===== config.mk =====
export PLATFORM = sky130hd
export DESIGN_NAME = http_header_line_parser
export DESIGN_NICKNAME = d
export VERILOG_FILES = /design/src/design/hhlp_pkg.sv /design/src/design/http_header_line_parser.sv /design/src/design/hhlp_fsm.sv
export SDC_FILE = /design/constraint.sdc
export NUM_CORES = 1
export LEC_CHECK = 0
export BUFFER_PORTS_ARGS = -buffer_cell sky130_fd_sc_hd__buf_2
export CORE_MARGIN = 1.5
export CORE_UTILIZATION = 40
export CTS_CLUSTER_DIAMETER = 60
export DETAILED_ROUTE_END_ITERATION = 8
export HOLD_SLACK_MARGIN = 0.08
export MAX_ROUTING_LAYER = met4
export PLACE_DENSITY_LB_ADDON = 0.1
export SETUP_SLACK_MARGIN = 0.1
export SYNTH_ARGS = -nofsm -noshare
export SYNTH_HDL_FRONTEND = slang
export SYNTH_SLANG_ARGS = --single-unit

===== constraint.sdc =====
create_clock -name clk -period 5.81 [get_ports clk]
set_input_delay 0.2905 -clock clk [delete_from_list [all_inputs] [get_ports clk]]
set_output_delay 0.2905 -clock clk [all_outputs]
set_load 0.02 [all_outputs]

===== src/design/hhlp_pkg.sv =====
// ----------------------------------------------------------------------------
// hhlp_pkg
// Shared types and constants for the header line parser: phase codes,
// verdict status codes, character codes and the result record.
// ----------------------------------------------------------------------------
package hhlp_pkg;

	// parsing phase
	typedef enum logic [1:0] {
		PH_IDLE    = 2'd0,
		PH_NAME    = 2'd1,
		PH_CONTENT = 2'd2,
		PH_CR      = 2'd3
	} phase_t;

	// verdict status codes
	typedef enum logic [1:0] {
		ST_OK         = 2'd0,
		ST_INCOMPLETE = 2'd1,
		ST_MALFORMED  = 2'd2,
		ST_TOO_LONG   = 2'd3
	} status_t;

	// character codes
	localparam logic [7:0] CH_NUL    = 8'h00;
	localparam logic [7:0] CH_LF     = 8'h0A;
	localparam logic [7:0] CH_CR     = 8'h0D;
	localparam logic [7:0] CH_SPACE  = 8'h20;
	localparam logic [7:0] CH_HYPHEN = 8'h2D;
	localparam logic [7:0] CH_COLON  = 8'h3A;
	localparam logic [7:0] CH_DEL    = 8'h7F;
	localparam logic [7:0] CH_UPPER_A = 8'h41;
	localparam logic [7:0] CH_UPPER_Z = 8'h5A;
	localparam logic [7:0] CH_LOWER_A = 8'h61;
	localparam logic [7:0] CH_LOWER_Z = 8'h7A;
	localparam logic [7:0] CASE_OFFSET = 8'h20;

	// one result item as produced by the step logic
	typedef struct packed {
		logic       valid;
		logic [7:0] data_byte;
		logic       is_content;
		logic       last;
		status_t    status;
		logic [7:0] name_length;
		logic [7:0] content_length;
	} res_t;

endpackage


===== src/design/http_header_line_parser.sv =====
// ----------------------------------------------------------------------------
// http_header_line_parser
// Parses one HTTP header line a byte at a time, emitting lowercased name
// bytes, content bytes and a verdict item with status and lengths.
// Results are registered: a result appears in the cycle after the item that causes it.
// Throughput: one item per cycle; the single output register is refilled
// in the cycle it is taken, so only a stalled result holds back input.
// Reset: arst_n clears the phase to idle, both counts and the output valid.
// ----------------------------------------------------------------------------
module http_header_line_parser #(
	parameter int MAX_LINE_BYTES = 256
) (
	input  logic       clk,
	input  logic       arst_n,
	input  logic       in_valid,
	output logic       in_ready,
	input  logic [7:0] ch,
	input  logic       first,
	output logic       out_valid,
	input  logic       out_ready,
	output logic [7:0] data_byte,
	output logic       is_content,
	output logic       last,
	output logic [1:0] status,
	output logic [7:0] name_length,
	output logic [7:0] content_length
);

	logic           take;
	hhlp_pkg::res_t res;
	logic           valid_q;
	logic [7:0]     data_byte_q;
	logic           is_content_q;
	logic           last_q;
	logic [1:0]     status_q;
	logic [7:0]     name_length_q;
	logic [7:0]     content_length_q;

	// accept while the output register is empty or being drained
	assign in_ready = !valid_q || out_ready;
	assign take     = in_valid && in_ready;

	// parser state and decision logic
	hhlp_fsm #(
		.MAX_LINE_BYTES(MAX_LINE_BYTES)
	) u_fsm (
		.clk   (clk),
		.arst_n(arst_n),
		.take  (take),
		.ch    (ch),
		.first (first),
		.res   (res)
	);

	// output valid
	always_ff @(posedge clk or negedge arst_n) begin
		if (!arst_n) begin
			valid_q <= 1'b0;
		end else if (take) begin
			valid_q <= res.valid;
		end else if (out_ready) begin
			valid_q <= 1'b0;
		end
	end

	// output payload
	always_ff @(posedge clk) begin
		if (take && res.valid) begin
			data_byte_q      <= res.data_byte;
			is_content_q     <= res.is_content;
			last_q           <= res.last;
			status_q         <= res.status;
			name_length_q    <= res.name_length;
			content_length_q <= res.content_length;
		end
	end

	assign out_valid      = valid_q;
	assign data_byte      = data_byte_q;
	assign is_content     = is_content_q;
	assign last           = last_q;
	assign status         = status_q;
	assign name_length    = name_length_q;
	assign content_length = content_length_q;

endmodule


===== src/design/hhlp_fsm.sv =====
// ----------------------------------------------------------------------------
// hhlp_fsm
// Phase and length state of the parser, with the per-byte decision logic
// that turns one accepted item into at most one result item.
// ----------------------------------------------------------------------------
module hhlp_fsm #(
	parameter int MAX_LINE_BYTES = 256
) (
	input  logic            clk,
	input  logic            arst_n,
	input  logic            take,
	input  logic [7:0]      ch,
	input  logic            first,
	output hhlp_pkg::res_t  res
);

	localparam int CNT_W  = $clog2(MAX_LINE_BYTES);
	localparam int SUM_W  = CNT_W + 1;
	localparam int WIDE_W = (CNT_W > 8) ? CNT_W : 8;
	localparam logic [SUM_W-1:0] LIMIT = SUM_W'(MAX_LINE_BYTES);
	localparam logic [SUM_W-1:0] TWO   = SUM_W'(2);

	hhlp_pkg::phase_t phase_q, ph, ph_d;
	logic [CNT_W-1:0] name_cnt_q, content_cnt_q;
	logic [CNT_W-1:0] nc, cc, nc_d, cc_d;
	logic             verdict;
	hhlp_pkg::status_t vstat;
	logic             emit;
	logic             emit_content;
	logic [7:0]       emit_byte;
	logic             upper, lower, nonprint;
	logic [WIDE_W-1:0] nc_wide, cc_wide;

	// state registers
	always_ff @(posedge clk or negedge arst_n) begin
		if (!arst_n) begin
			phase_q       <= hhlp_pkg::PH_IDLE;
			name_cnt_q    <= '0;
			content_cnt_q <= '0;
		end else if (take) begin
			phase_q       <= ph_d;
			name_cnt_q    <= nc_d;
			content_cnt_q <= cc_d;
		end
	end

	// byte classes
	assign upper    = (ch >= hhlp_pkg::CH_UPPER_A) && (ch <= hhlp_pkg::CH_UPPER_Z);
	assign lower    = (ch >= hhlp_pkg::CH_LOWER_A) && (ch <= hhlp_pkg::CH_LOWER_Z);
	assign nonprint = (ch < hhlp_pkg::CH_SPACE) || (ch >= hhlp_pkg::CH_DEL);

	// next state and result for the byte at the input
	always_comb begin
		ph   = first ? hhlp_pkg::PH_NAME : phase_q;
		nc   = first ? '0 : name_cnt_q;
		cc   = first ? '0 : content_cnt_q;
		ph_d = ph;
		nc_d = nc;
		cc_d = cc;
		verdict      = 1'b0;
		vstat        = hhlp_pkg::ST_OK;
		emit         = 1'b0;
		emit_content = 1'b0;
		emit_byte    = ch;
		unique case (ph)
			hhlp_pkg::PH_IDLE: begin
			end
			hhlp_pkg::PH_CR: begin
				verdict = 1'b1;
				vstat   = (ch == hhlp_pkg::CH_LF) ? hhlp_pkg::ST_OK
				                                  : hhlp_pkg::ST_INCOMPLETE;
			end
			hhlp_pkg::PH_NAME, hhlp_pkg::PH_CONTENT: begin
				priority if (ch == hhlp_pkg::CH_NUL) begin
					verdict = 1'b1;
					vstat   = hhlp_pkg::ST_INCOMPLETE;
				end else if (ch == hhlp_pkg::CH_CR) begin
					if (ph == hhlp_pkg::PH_NAME) begin
						verdict = 1'b1;
						vstat   = hhlp_pkg::ST_INCOMPLETE;
					end else begin
						ph_d = hhlp_pkg::PH_CR;
					end
				end else if (nonprint) begin
					verdict = 1'b1;
					vstat   = hhlp_pkg::ST_MALFORMED;
				end else if (ph == hhlp_pkg::PH_NAME) begin
					priority if (ch == hhlp_pkg::CH_COLON) begin
						ph_d = hhlp_pkg::PH_CONTENT;
					end else if (SUM_W'(nc) + TWO >= LIMIT) begin
						verdict = 1'b1;
						vstat   = hhlp_pkg::ST_TOO_LONG;
					end else if (ch != hhlp_pkg::CH_HYPHEN && !upper && !lower) begin
						verdict = 1'b1;
						vstat   = hhlp_pkg::ST_MALFORMED;
					end else begin
						emit      = 1'b1;
						emit_byte = upper ? ch + hhlp_pkg::CASE_OFFSET : ch;
						nc_d      = nc + CNT_W'(1);
					end
				end else begin
					// content: leading spaces skipped
					priority if (ch == hhlp_pkg::CH_SPACE && cc == '0) begin
					end else if (SUM_W'(nc) + SUM_W'(cc) + TWO >= LIMIT) begin
						verdict = 1'b1;
						vstat   = hhlp_pkg::ST_TOO_LONG;
					end else begin
						emit         = 1'b1;
						emit_content = 1'b1;
						cc_d         = cc + CNT_W'(1);
					end
				end
			end
			default: begin
			end
		endcase
		if (verdict) begin
			ph_d = hhlp_pkg::PH_IDLE;
		end
	end

	// lengths widened for saturation in the verdict
	assign nc_wide = WIDE_W'(nc);
	assign cc_wide = WIDE_W'(cc);

	// result record
	always_comb begin
		res.valid          = verdict || emit;
		res.data_byte      = emit ? emit_byte : 8'h00;
		res.is_content     = emit && emit_content;
		res.last           = verdict;
		res.status         = verdict ? vstat : hhlp_pkg::ST_OK;
		res.name_length    = 8'h00;
		res.content_length = 8'h00;
		if (verdict) begin
			res.name_length    = (nc_wide > WIDE_W'(255)) ? 8'hFF : nc_wide[7:0];
			res.content_length = (cc_wide > WIDE_W'(255)) ? 8'hFF : cc_wide[7:0];
		end
	end

	// a verdict always leaves the parser idle
	a_verdict_idle: assert property (@(posedge clk) disable iff (!arst_n)
		take && res.valid && res.last |=> phase_q == hhlp_pkg::PH_IDLE)
		else $error("phase not idle after verdict");

	// counts never reach the line limit
	a_count_bound: assert property (@(posedge clk) disable iff (!arst_n)
		SUM_W'(name_cnt_q) + SUM_W'(content_cnt_q) + TWO <= LIMIT)
		else $error("line counts beyond limit");

	// a name byte is only emitted while parsing the name
	a_name_phase: assert property (@(posedge clk) disable iff (!arst_n)
		take && res.valid && !res.last && !res.is_content |=>
		phase_q == hhlp_pkg::PH_NAME && name_cnt_q != '0)
		else $error("name byte outside name phase");

endmodule

Yosys cells after proc, flatten, opt, wreduce, memory -nomap -nowiden:

Index checks and enable logic that the tools add are counted.

* register bits after elaboration: 47
* bits of input ports: 13
* output and inout port bits: 30
* word-level logic and storage cells: 129

* add/subtract/negate cells: 6
* $lt $le $gt $ge: 10
* equality and inequality tests: 8
* mux-type cells: 77
* reduce and logical (&&, ||, !) cells: 18

Operator list (count)
* $mux W8: 28
* $mux W2: 18
* $mux W1: 29
* $ge A8 B7 Y1 const B: 3
* $ge A9 B9 Y1 const B: 2
* $add A8 B1 Y8 const B: 2
* $eq A8 B4 Y1 const B: 2
* $eq A8 B6 Y1 const B: 2
* $gt A8 B8 Y1 const B: 2
* $le A8 B7 Y1 const B: 2
* $logic_not A8 Y1: 2
* $add A8 B2 Y9 const B: 1
* $add A8 B8 Y9: 1
* $add A9 B2 Y9 const B: 1
* $add A8 B6 Y8 const B: 1
* $logic_and A1 B1 Y1: 8
* $lt A8 B6 Y1 const B: 1
* $ne A8 B6 Y1 const B: 1
* $eq A2 B2 Y1 const B: 2
* $pmux W2 S2: 1
* $logic_not A1 Y1: 3
* $logic_or A1 B1 Y1: 3
* $eq A2 B1 Y1 const B: 1
* $pmux W1 S2: 1
* other kinds (2): 2

Depth between registers and ports, before layout:

Gate-level depths: netlist (run 1).

* word-level depth: 15
* gate-level depth with buffers: 13
* mapped depth without buffers: 11

Hierarchy:

Synthesis (run 1) repeated with hierarchy kept, for this count alone.

* cell total of the unflattened synthesis: 341
* area, all modules: 3265.6 um^2

Modules (own cells, without submodules)
* hhlp_fsm: instances 1, cells an instance 307, area each 2356.0 um^2, seq. area each 450.4 um^2
* http_header_line_parser: instances 1, cells an instance 34, area each 909.6 um^2, seq. area each 865.8 um^2

Worst setup path after synthesis (run 1):

No wires, ideal clock.

* path kind: input-to-reg
* start: in first
* end: reg content_length_q[0] (netlist: content_length[0]) (enable)
* library setup time: 492 ps
* arrival time: 5660 ps
* data required time: 5318 ps
* setup slack: -342 ps
* stages: 12
* buffers on the path: 3
* cells stage by stage: clkbuf_1 > clkbuf_1 > clkbuf_1 > nor2_1 > ha_1 > ha_1 > and4_1 > and2_1 > a22oi_1 > and3b_4 > o31ai_1 > o41ai_1

* word-level cells in the longest chain between the ends: 13
* elaborated cells on any way between the ends: 35
* classes of those cells: 3 x add/sub; 2 x order compare; 3 x eq/ne; 22 x mux; 5 x reduce/logical

RTL lines
* from (decl): line http_header_line_parser.sv:18 `input logic first,`
* $mux W8, on equally long branches: line hhlp_fsm.sv:55, hhlp_fsm.sv:56
* $add A8 B8 Y9: line hhlp_fsm.sv:104 `end else if (SUM_W'(nc) + SUM_W'(cc) + TWO >= LIMIT) begin`
* $add A9 B2 Y9: line hhlp_fsm.sv:104
* $ge A9 B9 Y1: line hhlp_fsm.sv:104
* $mux W1: line hhlp_fsm.sv:104
* $mux W1: line hhlp_fsm.sv:103 `priority if (ch == hhlp_pkg::CH_SPACE && cc == '0) begin`
* $mux W1: line hhlp_fsm.sv:87 `end else if (ph == hhlp_pkg::PH_NAME) begin`
* $mux W1: line hhlp_fsm.sv:84 `end else if (nonprint) begin`
* $mux W1: line hhlp_fsm.sv:77 `end else if (ch == hhlp_pkg::CH_CR) begin`
* $mux W1: line hhlp_fsm.sv:74 `priority if (ch == hhlp_pkg::CH_NUL) begin`
* $pmux W1 S2 or $mux W1 (tied branches): line hhlp_fsm.sv:65 `unique case (ph)`
* $logic_or A1 B1 Y1 (*): line hhlp_fsm.sv:128 `res.valid = verdict || emit;`
* $logic_and A1 B1 Y1 (*): line http_header_line_parser.sv:68 `if (take && res.valid) begin`
* to (signal assigned): line http_header_line_parser.sv:74 `content_length_q <= res.content_length;`
* to (decl): line http_header_line_parser.sv:37 `logic [7:0] content_length_q;`

Every way passes the cells marked *; elsewhere a longest branch is shown, timed or not.
A chain may end at the register's enable or synchronous reset.

Final worst setup path (run 1):

* start: in first
* end: reg status_q[1] (netlist: status[1]) (data pin)

* word-level cells in the longest chain between the ends: 11
* elaborated cells on any way between the ends: 33
* classes of those cells: 3 x add/sub; 2 x order compare; 3 x eq/ne; 22 x mux; 3 x reduce/logical

RTL lines
* $mux W8, on equally long branches: line hhlp_fsm.sv:55, hhlp_fsm.sv:56
* $add A8 B8 Y9: line hhlp_fsm.sv:104
* $add A9 B2 Y9: line hhlp_fsm.sv:104
* $ge A9 B9 Y1: line hhlp_fsm.sv:104
* $mux W2 or $mux W1 (tied branches): line hhlp_fsm.sv:104
* $mux W2 or $mux W1 (tied branches): line hhlp_fsm.sv:103
* $mux W2 or $mux W1 (tied branches): line hhlp_fsm.sv:87
* $mux W2 or $mux W1 (tied branches): line hhlp_fsm.sv:84
* $mux W2 or $mux W1 (tied branches): line hhlp_fsm.sv:77
* $mux W2 or $mux W1 (tied branches): line hhlp_fsm.sv:74
* $pmux W2 S2 or $pmux W1 S2 (tied branches): line hhlp_fsm.sv:65
* to (signal assigned): line http_header_line_parser.sv:72 `status_q <= res.status;`
* to (decl): line http_header_line_parser.sv:35 `logic [1:0] status_q;`

Parallel ways exist; a longest one is shown, timed or not.

==> metrics.md, run 1 <==
| Metric | Value |
|---|---|
| TritonCTS buffer count | 5 |
| Number of synthesized flops with an enable pin | 28 |
| Setup slack of the most critical reg-to-reg path | between 2 and 2.5 ns |
| Number of nets in the layout | about 410 |
| Global-route wire length before repair | 14100 um |
| Horizontal die dimension | about 93 um |
| Port buffer count | 42 |
| # setup viols final | 0 |
| Final wirelength | approximately 8500 um |
| Result of the run | complete, no violations |
| Origin of the critical flop-to-flop path | u_fsm.name_cnt_q[5] |
| Switching power share of the total | a little under two fifths |
| Clock-pin slew of the registers on the worst-case setup and hold paths | around 0.090 ns |
| Ys Warns | 0 |
| Clock Sinks | 47 |
| Ratio of cells with drive above 1 in the final layout | about a fifth |
| Initial Util | about two fifths |
| Worst setup path endpoint | status[1] |
| Global-route congestion overflow total | 0 |
| Final Hold Violating Endpoints | 0 |
| Post-Synthesis Cells | 345 |
| Detailed-route via count | around 2800 |
| DR vias/cell | approximately 5.9 |
| Worst setup path class | input pin to flop |
| P_sw | between 0.4 and 0.5 mW |
| Standard-cell row count | 32 |
| Detailed-router iteration count before antenna repair | 4 |
| Final number of max-transition violations | 0 |
| Setup repair after global routing missed its margin | false |
| Combined area of all synthesized cells | between 0.003 and 0.004 sq mm |
| Total nets after synthesis | around 380 |
| Count of antenna diodes in the layout | 0 |
| Share of the clock period used by the worst path | between 60% and 70% |
| Placed wire-length estimate | roughly 6200 um |
| Critical path capture point type | flop |
| Antenna violations before repair | 0 |
| Count of instances resized after the clock tree is built | 0 |
| Final weighted congestion in routability-driven placement | ~0.9 |
| Routed length per instance | ~18 um |
| Critical path data arrival time | between 3 and 4 ns |
| Static leakage | between 1 and 1.5 nW |
| Maximum Capacitance Violations | 0 |
| Hold depth | 3 |
| CTS tree | built |
| Syn_area_per_cell | ~9.5 sq um |
| Die extent in y | ~93 um |
| Max Clock Freq | between 0.2 and 0.3 GHz |
| Pin count of the biggest net entering global routing | 48 |
| Req. time, crit path | approximately 5.8 ns |
| Largest driver fanout on the critical path | 47 |
| Starting DRC count in detailed routing | 196 |
| Remaining design rule violation count | 0 |
| Total of flip-flops plus latches after synthesis | 47 |
| Clock latency at the later pin of the worst-skew pair | approximately 0.30 ns |
| Power density cells | between 200 and 300 mW/mm^2 |
| Post-detailed-route count of antenna-violating nets | 0 |
| Worst reg2reg path endpoint | status[1] |
| WHS | roughly 0.32 ns |
| Maximum VDD drop | roughly 120 uV |
| Tot GR Track Use | a little over a fifth |
| Total internal power | a little under 0.7 mW |
| Critical Path Start Type | input pin |
| Reg power frac | a little over two fifths |
| Max-slew headroom | between 30% and 40% |
| Number of H-tree levels | 2 |
| I/O pin count | 43 |
| Clock Tree Root | sky130_fd_sc_hd__clkbuf_8 |
| Post-synthesis async set-or-reset flop share | approximately 40% |
| Primary flip-flop cell chosen by synthesis mapping | sky130_fd_sc_hd__edfxtp_1 |
| Worst reg2reg path depth | 10 |
| Final min period | between 3 and 4 ns |
| Transition time at the pin with the least slew margin | 0.976 ns |
| Area of the die | roughly 0.0087 sq mm |
| Clock Skew | 0.00653 ns |
| Share of synthesized area occupied by flip-flops and latches | 40.3% |
| Number of buffers added for setup after CTS | 0 |
| Share of total power in the clock network | ~23% |
| Cell variety after synth | 67 |
| Startpoint of the most critical setup path | first |
| Hold/Removal Path Class | input pin to flop |
| Area Growth Syn to Fin | 12.3% |
| Aggregate negative setup slack | 0 ns |
| Vias in the first global route | 2716 |
| Max clock buf depth | 2 |
| Combinational share of power | 34.3% |
| Core Region | about 0.0078 sq mm |
==> metal layers <==
layer	routed length [um]	GRT usage, %
met1	4440	31.9
met2	3620	31.0
met3	386	3.09
met4	91	4.92
met5	0	-
==> state kept, by name, indices dropped and copies added, names as in the netlist <==
signal and cells:
content_length 8, data_byte 8, is_content 1, last 1, name_length 8, out_valid 1
status 2, u_fsm.content_cnt_q 8, u_fsm.name_cnt_q 8, u_fsm.phase_q 2
==> cell families (layout without fill, tap and decap cells) <==
logic type	count (synthesis)	count (layout)	synth area share [%]
adders and majority gates	18	18	6.89
DFF	47	47	40.3
buffers and inverters	48	81	6.39
muxes	1	1	0.306
xor gates and xnor gates	3	3	0.804
AOI/OAI and AO/OA	102	102	24.8
and+or+nand+nor	126	126	20.6
==> how the worst min path moves through the flow <==
stage | start | endpoint | slack [ns]
3_3_place_gp | arst_n | u_fsm.content_cnt_q[4] | 0.29
3_5_place_dp | arst_n | u_fsm.content_cnt_q[4] | 0.29
6_report | in_valid | out_valid | 0.32
5_1_grt | in_valid | out_valid | 0.32
4_1_cts | in_valid | out_valid | 0.30
2_1_floorplan | arst_n | out_valid | -0.005
==> per-stage QoR <==
step                instance area [sq um]  utilization [%]  total power, mW  worst slack (ns)  cells
floorplan                            3280                -            0.738             0.986    345
global placement                     3540             45.4            0.851              1.95    471
detailed placement                   3540             45.4            0.851              1.80    471
CTS                                  3670             47.0             1.10              2.11    480
global route                         3670             47.0             1.16              1.84    480
finish                               3670             47.0             1.09              2.07    480
==> synthesized netlist by cell type, drive strengths merged (4+ instances only) <==
| cell | count | area, sq um |
|---|---|---|
| and2 | 10 | 65.1 |
| and3 | 7 | 45.1 |
| clkbuf | 17 | 67.6 |
| nor3 | 9 | 50.1 |
| o21ai | 18 | 90.1 |
| a21o | 4 | 30.0 |
| buf | 5 | 43.8 |
| nor2 | 28 | 105 |
| nand4 | 4 | 25.0 |
| ha | 18 | 225 |
| a21oi | 8 | 43.8 |
| or3 | 5 | 31.3 |
| a22oi | 4 | 30.0 |
| o31ai | 5 | 37.5 |
| a2111oi | 10 | 93.8 |
| nand2 | 25 | 93.8 |
| o311ai | 4 | 52.6 |
| inv | 26 | 97.6 |
| edfxtp | 28 | 841 |
| a211oi | 11 | 87.6 |
| nand2b | 9 | 56.3 |
| nand3 | 11 | 55.1 |
| dfrtp | 19 | 475 |
| nor4 | 7 | 58.8 |
==> power by group through the flow <==
| stage | logic (mW) | clock network, mW | registers [mW] |
|---|---|---|---|
| floorplan | 0.232 | 0 | 0.505 |
| global placement | 0.373 | 0 | 0.478 |
| detailed placement | 0.373 | 0 | 0.478 |
| CTS | 0.375 | 0.256 | 0.471 |
| global route | 0.414 | 0.265 | 0.480 |
| finish | 0.376 | 0.248 | 0.471 |
==> cells in the final DEF, fill, tap and decap left out, types with 7 or more instances in the layout <==
cell	count
sky130_fd_sc_hd__ha_1	18
sky130_fd_sc_hd__a211oi_1	10
sky130_fd_sc_hd__dfrtp_1	19
sky130_fd_sc_hd__edfxtp_1	28
sky130_fd_sc_hd__nand3_1	11
sky130_fd_sc_hd__nor3_1	8
sky130_fd_sc_hd__buf_2	42
sky130_fd_sc_hd__nand2_1	25
sky130_fd_sc_hd__nor2_1	28
sky130_fd_sc_hd__a2111oi_0	9
sky130_fd_sc_hd__inv_1	26
sky130_fd_sc_hd__and2_1	8
sky130_fd_sc_hd__nand2b_1	9
sky130_fd_sc_hd__o21ai_0	17
sky130_fd_sc_hd__a21oi_1	7
==> what timing repair did <==
action	4_1_cts	5_1_grt
setup endpoints to repair	0	0
hold buffers	1	0
hold endpoints to repair	19	0
==> cell type report <==
type,instances,area (sq um)
Fill cell,781,4140
Clock buffer,5,68.8
Clock inverter,3,46.3
Multi-Input combinational cell,250,1760
Tap cell,102,128
Sequential cell,47,1320
Inverter,26,97.6
Timing Repair Buffer,47,250
==> critical path: stages <==
cell                        delay (ns)
sky130_fd_sc_hd__buf_2            0.59
sky130_fd_sc_hd__nand2b_1         0.24
sky130_fd_sc_hd__inv_1            0.08
sky130_fd_sc_hd__ha_1             0.27
sky130_fd_sc_hd__ha_1             0.32
sky130_fd_sc_hd__a21oi_1          0.13
sky130_fd_sc_hd__o21ai_0          0.13
sky130_fd_sc_hd__a211o_1          0.30
sky130_fd_sc_hd__and3b_4          0.22
sky130_fd_sc_hd__o311ai_4         0.83
sky130_fd_sc_hd__a2111oi_0        0.31
No activity file was read; power rests on OpenSTA's default activity.
==> run 2: changes to the inputs <==
Clock period 5.81 ns to 3.4 ns, I/O delays scaled along.
==> run 2 against run 1 <==
  * Via count is 0.42% higher
  * Largest power group unchanged
  * Largest cell class unchanged
  * Critical path depth stayed put
  * Flip-flop and latch count stayed put
==> metrics.md, run 2 (synthesis results as in run 1) <==
| Metric | Value |
|---|---|
| Result of the run | complete, no violations |
| Storage element area | 0.00132 sq mm (unchanged) |
| Number of nets in the layout | 420 (+2.9%) |
| Critical path capture point type | flop |
| Final Hold Violating Endpoints | 0 (unchanged) |
| Clock Skew | 0.0183 ns (+0.0118 ns) |
| Power density cells | 500 mW/mm^2 (+67%) |
| I/O pin count | 43 (unchanged) |
| Req. time, crit path | 3.45 ns (-2.35 ns) |
| Setup repair after global routing missed its margin | true |
| Transition time at the pin with the least slew margin | 0.569 ns (-0.408 ns) |
| Maximum VDD drop | 213 uV (+82%) |
| Clock Sinks | 47 (unchanged) |
| Max clock buf depth | 2 (unchanged) |
| Tot GR Track Use | 20.7% (-0.91 points) |
| Max-slew headroom | 61.8% (+27 points) |
| Detailed-route via count | 2836 (+0.42%) |
| Final min period | between 3 and 4 ns |
| Top routing layer in use | met4 |
| Area of the die | 0.00872 sq mm (unchanged) |
| Wire length on met3 | 569 um (+47%) |
| Initial Util | 41.9% (unchanged) |
| Die extent in y | 93.4 um (unchanged) |
| Starting DRC count in detailed routing | 218 (+11%) |
| CTS tree | built |
| Post-Place Cells | 483 (+2.5%) |
| Ratio of cells with drive above 1 in the final layout | 23.6% (+4.0 points) |
| Maximum Capacitance Violations | 0 (unchanged) |
| Share of the clock period used by the worst path | between 90% and 100% |
| Filler-free cell count of the finished design | 492 (+2.5%) |
| Commonest cells after routing, fill and taps aside | sky130_fd_sc_hd__buf_2, sky130_fd_sc_hd__edfxtp_1, sky130_fd_sc_hd__inv_1, sky130_fd_sc_hd__nor2_1, sky130_fd_sc_hd__nand2_1 |
| M1 wire length | 4130 um (-6.9%) |
| Hold depth | 3 (unchanged) |
| Port buffer count | 42 (unchanged) |
| Hold/Removal Path Class | input pin to flop |
| Critical path data arrival time | 3.18 ns (-0.55 ns) |
| Area Growth Syn to Fin | 16.7% |
| Global-route wire length before repair | 13600 um (-4.0%) |
| Clock latency at the later pin of the worst-skew pair | 0.31 ns (about the same) |
| Pin count of the biggest net entering global routing | 29 (-40%) |
| Met2 wire length | 3580 um (-1.0%) |
| Number of H-tree levels | 2 (unchanged) |
| Count of antenna diodes in the layout | 0 (unchanged) |
| Clock Tree Root | sky130_fd_sc_hd__clkbuf_8 |
| Max Clock Freq | about 0.32 GHz |
| TritonCTS buffer count | 5 (unchanged) |
| Core Region | 0.00781 sq mm (unchanged) |
| Detailed-router iteration count before antenna repair | 4 (unchanged) |
| Total area of multi-input combinational cells | 0.00181 sq mm (+2.6%) |
| Clock-pin slew of the registers on the worst-case setup and hold paths | 0.11 ns (+0.02 ns) |
| Post-detailed-route count of antenna-violating nets | 0 (unchanged) |
| Final wirelength | 8340 um (-2.3%) |
| Vias in the first global route | 2611 (-3.9%) |
| Worst setup path class | flop to flop |
| Standard-cell row count | 32 (unchanged) |
| # setup viols final | 0 (unchanged) |
| Largest driver fanout on the critical path | 13 (-72%) |
| Worst reg2reg path depth | 11 (+1) |
| Horizontal die dimension | 93.4 um (unchanged) |
| DR vias/cell | 5.76 (-2.0%) |
| Routed length per instance | 17.0 um (-4.7%) |
| Sum of internal, switching and leakage power | 1.91 mW (+74%) |
| Final number of max-transition violations | 0 (unchanged) |
| Number of buffers added for setup after CTS | 0 (unchanged) |
| Critical Path Start Type | flop |
| Placed wire-length estimate | 6370 um (+2.4%) |
| Remaining design rule violation count | 0 (unchanged) |
| Global-route congestion overflow total | 0 (unchanged) |
| Final weighted congestion in routability-driven placement | 0.925 (+3.3%) |
| Number of filler cells placed in the layout | 735 (-5.9%) |
| Most common cell after layout, fill and taps aside | sky130_fd_sc_hd__buf_2 |
| Antenna violations before repair | 0 (unchanged) |
| Static leakage | 1.56 nW (+4.6%) |
run 2: where the power goes:
group          switching (mW)  total, mW  internal (mW)
Clock                   0.205      0.424          0.219
Combinational           0.447      0.692          0.246
Sequential             0.0626      0.789          0.727
run 2: what timing repair did:
| item | CTS | global route |
|---|---|---|
| setup endpoints to repair | 0 | 2 |
| hold endpoints to repair | 19 | 0 |
| hold buffers | 1 | 0 |
| resized for setup | 0 | 2 |
run 2: worst max-delay path, stage by stage, from the launching register on:
cell                       delay, ns
sky130_fd_sc_hd__dfrtp_1        0.38
sky130_fd_sc_hd__inv_1          0.07
sky130_fd_sc_hd__nor2_1         0.23
sky130_fd_sc_hd__ha_1           0.30
sky130_fd_sc_hd__ha_1           0.29
sky130_fd_sc_hd__a21oi_1        0.14
sky130_fd_sc_hd__o21ai_0        0.13
sky130_fd_sc_hd__a211o_1        0.30
sky130_fd_sc_hd__and3b_4        0.24
sky130_fd_sc_hd__o311ai_4       0.49
sky130_fd_sc_hd__buf_4          0.24
sky130_fd_sc_hd__a211oi_1       0.07
run 2: layout make-up:
class	count	share of cell area, %
clock buffer	5	1.80
clock inverter	3	1.15
inverter	26	2.56
multi-input combinational	250	47.4
sequential	47	34.5
tap	102	3.35
timing repair buffer	59	9.25
run 2: per-layer routing:
| metal | vias up | track usage [%] |
|---|---|---|
| li1 | 1395 | - |
| met1 | 1346 | 30.7 |
| met2 | 88 | 29.3 |
| met3 | 7 | 3.66 |
| met4 | 0 | 4.17 |
| met5 | - | - |
run 2: path summary, 6_finish.rpt:
| path | start | end | slack, ns |
|---|---|---|---|
| max reg2reg | u_fsm.name_cnt_q[5] | content_length[3] | 0.27 |
| max | u_fsm.name_cnt_q[5] | content_length[3] | 0.27 |
| min in group asynchronous | arst_n | u_fsm.content_cnt_q[3] | 0.35 |
| min reg2reg | u_fsm.name_cnt_q[1] | u_fsm.name_cnt_q[1] | 0.48 |
| max in group asynchronous | arst_n | out_valid | 2.68 |
| min | in_valid | out_valid | 0.19 |
run 2: per-stage QoR:
stage,worst slack [ns],instance area [sq um],util (%),setup TNS [ns],hold WS [ns]
2_1_floorplan,-0.0452,3360,-,-1.27,-0.126
3_3_place_gp,0.130,3690,47.3,0,0.174
3_5_place_dp,0.143,3690,47.3,0,0.171
4_1_cts,0.200,3810,48.8,0,0.183
5_1_grt,0.0948,3810,48.9,0,0.197
6_report,0.267,3810,48.9,0,0.194
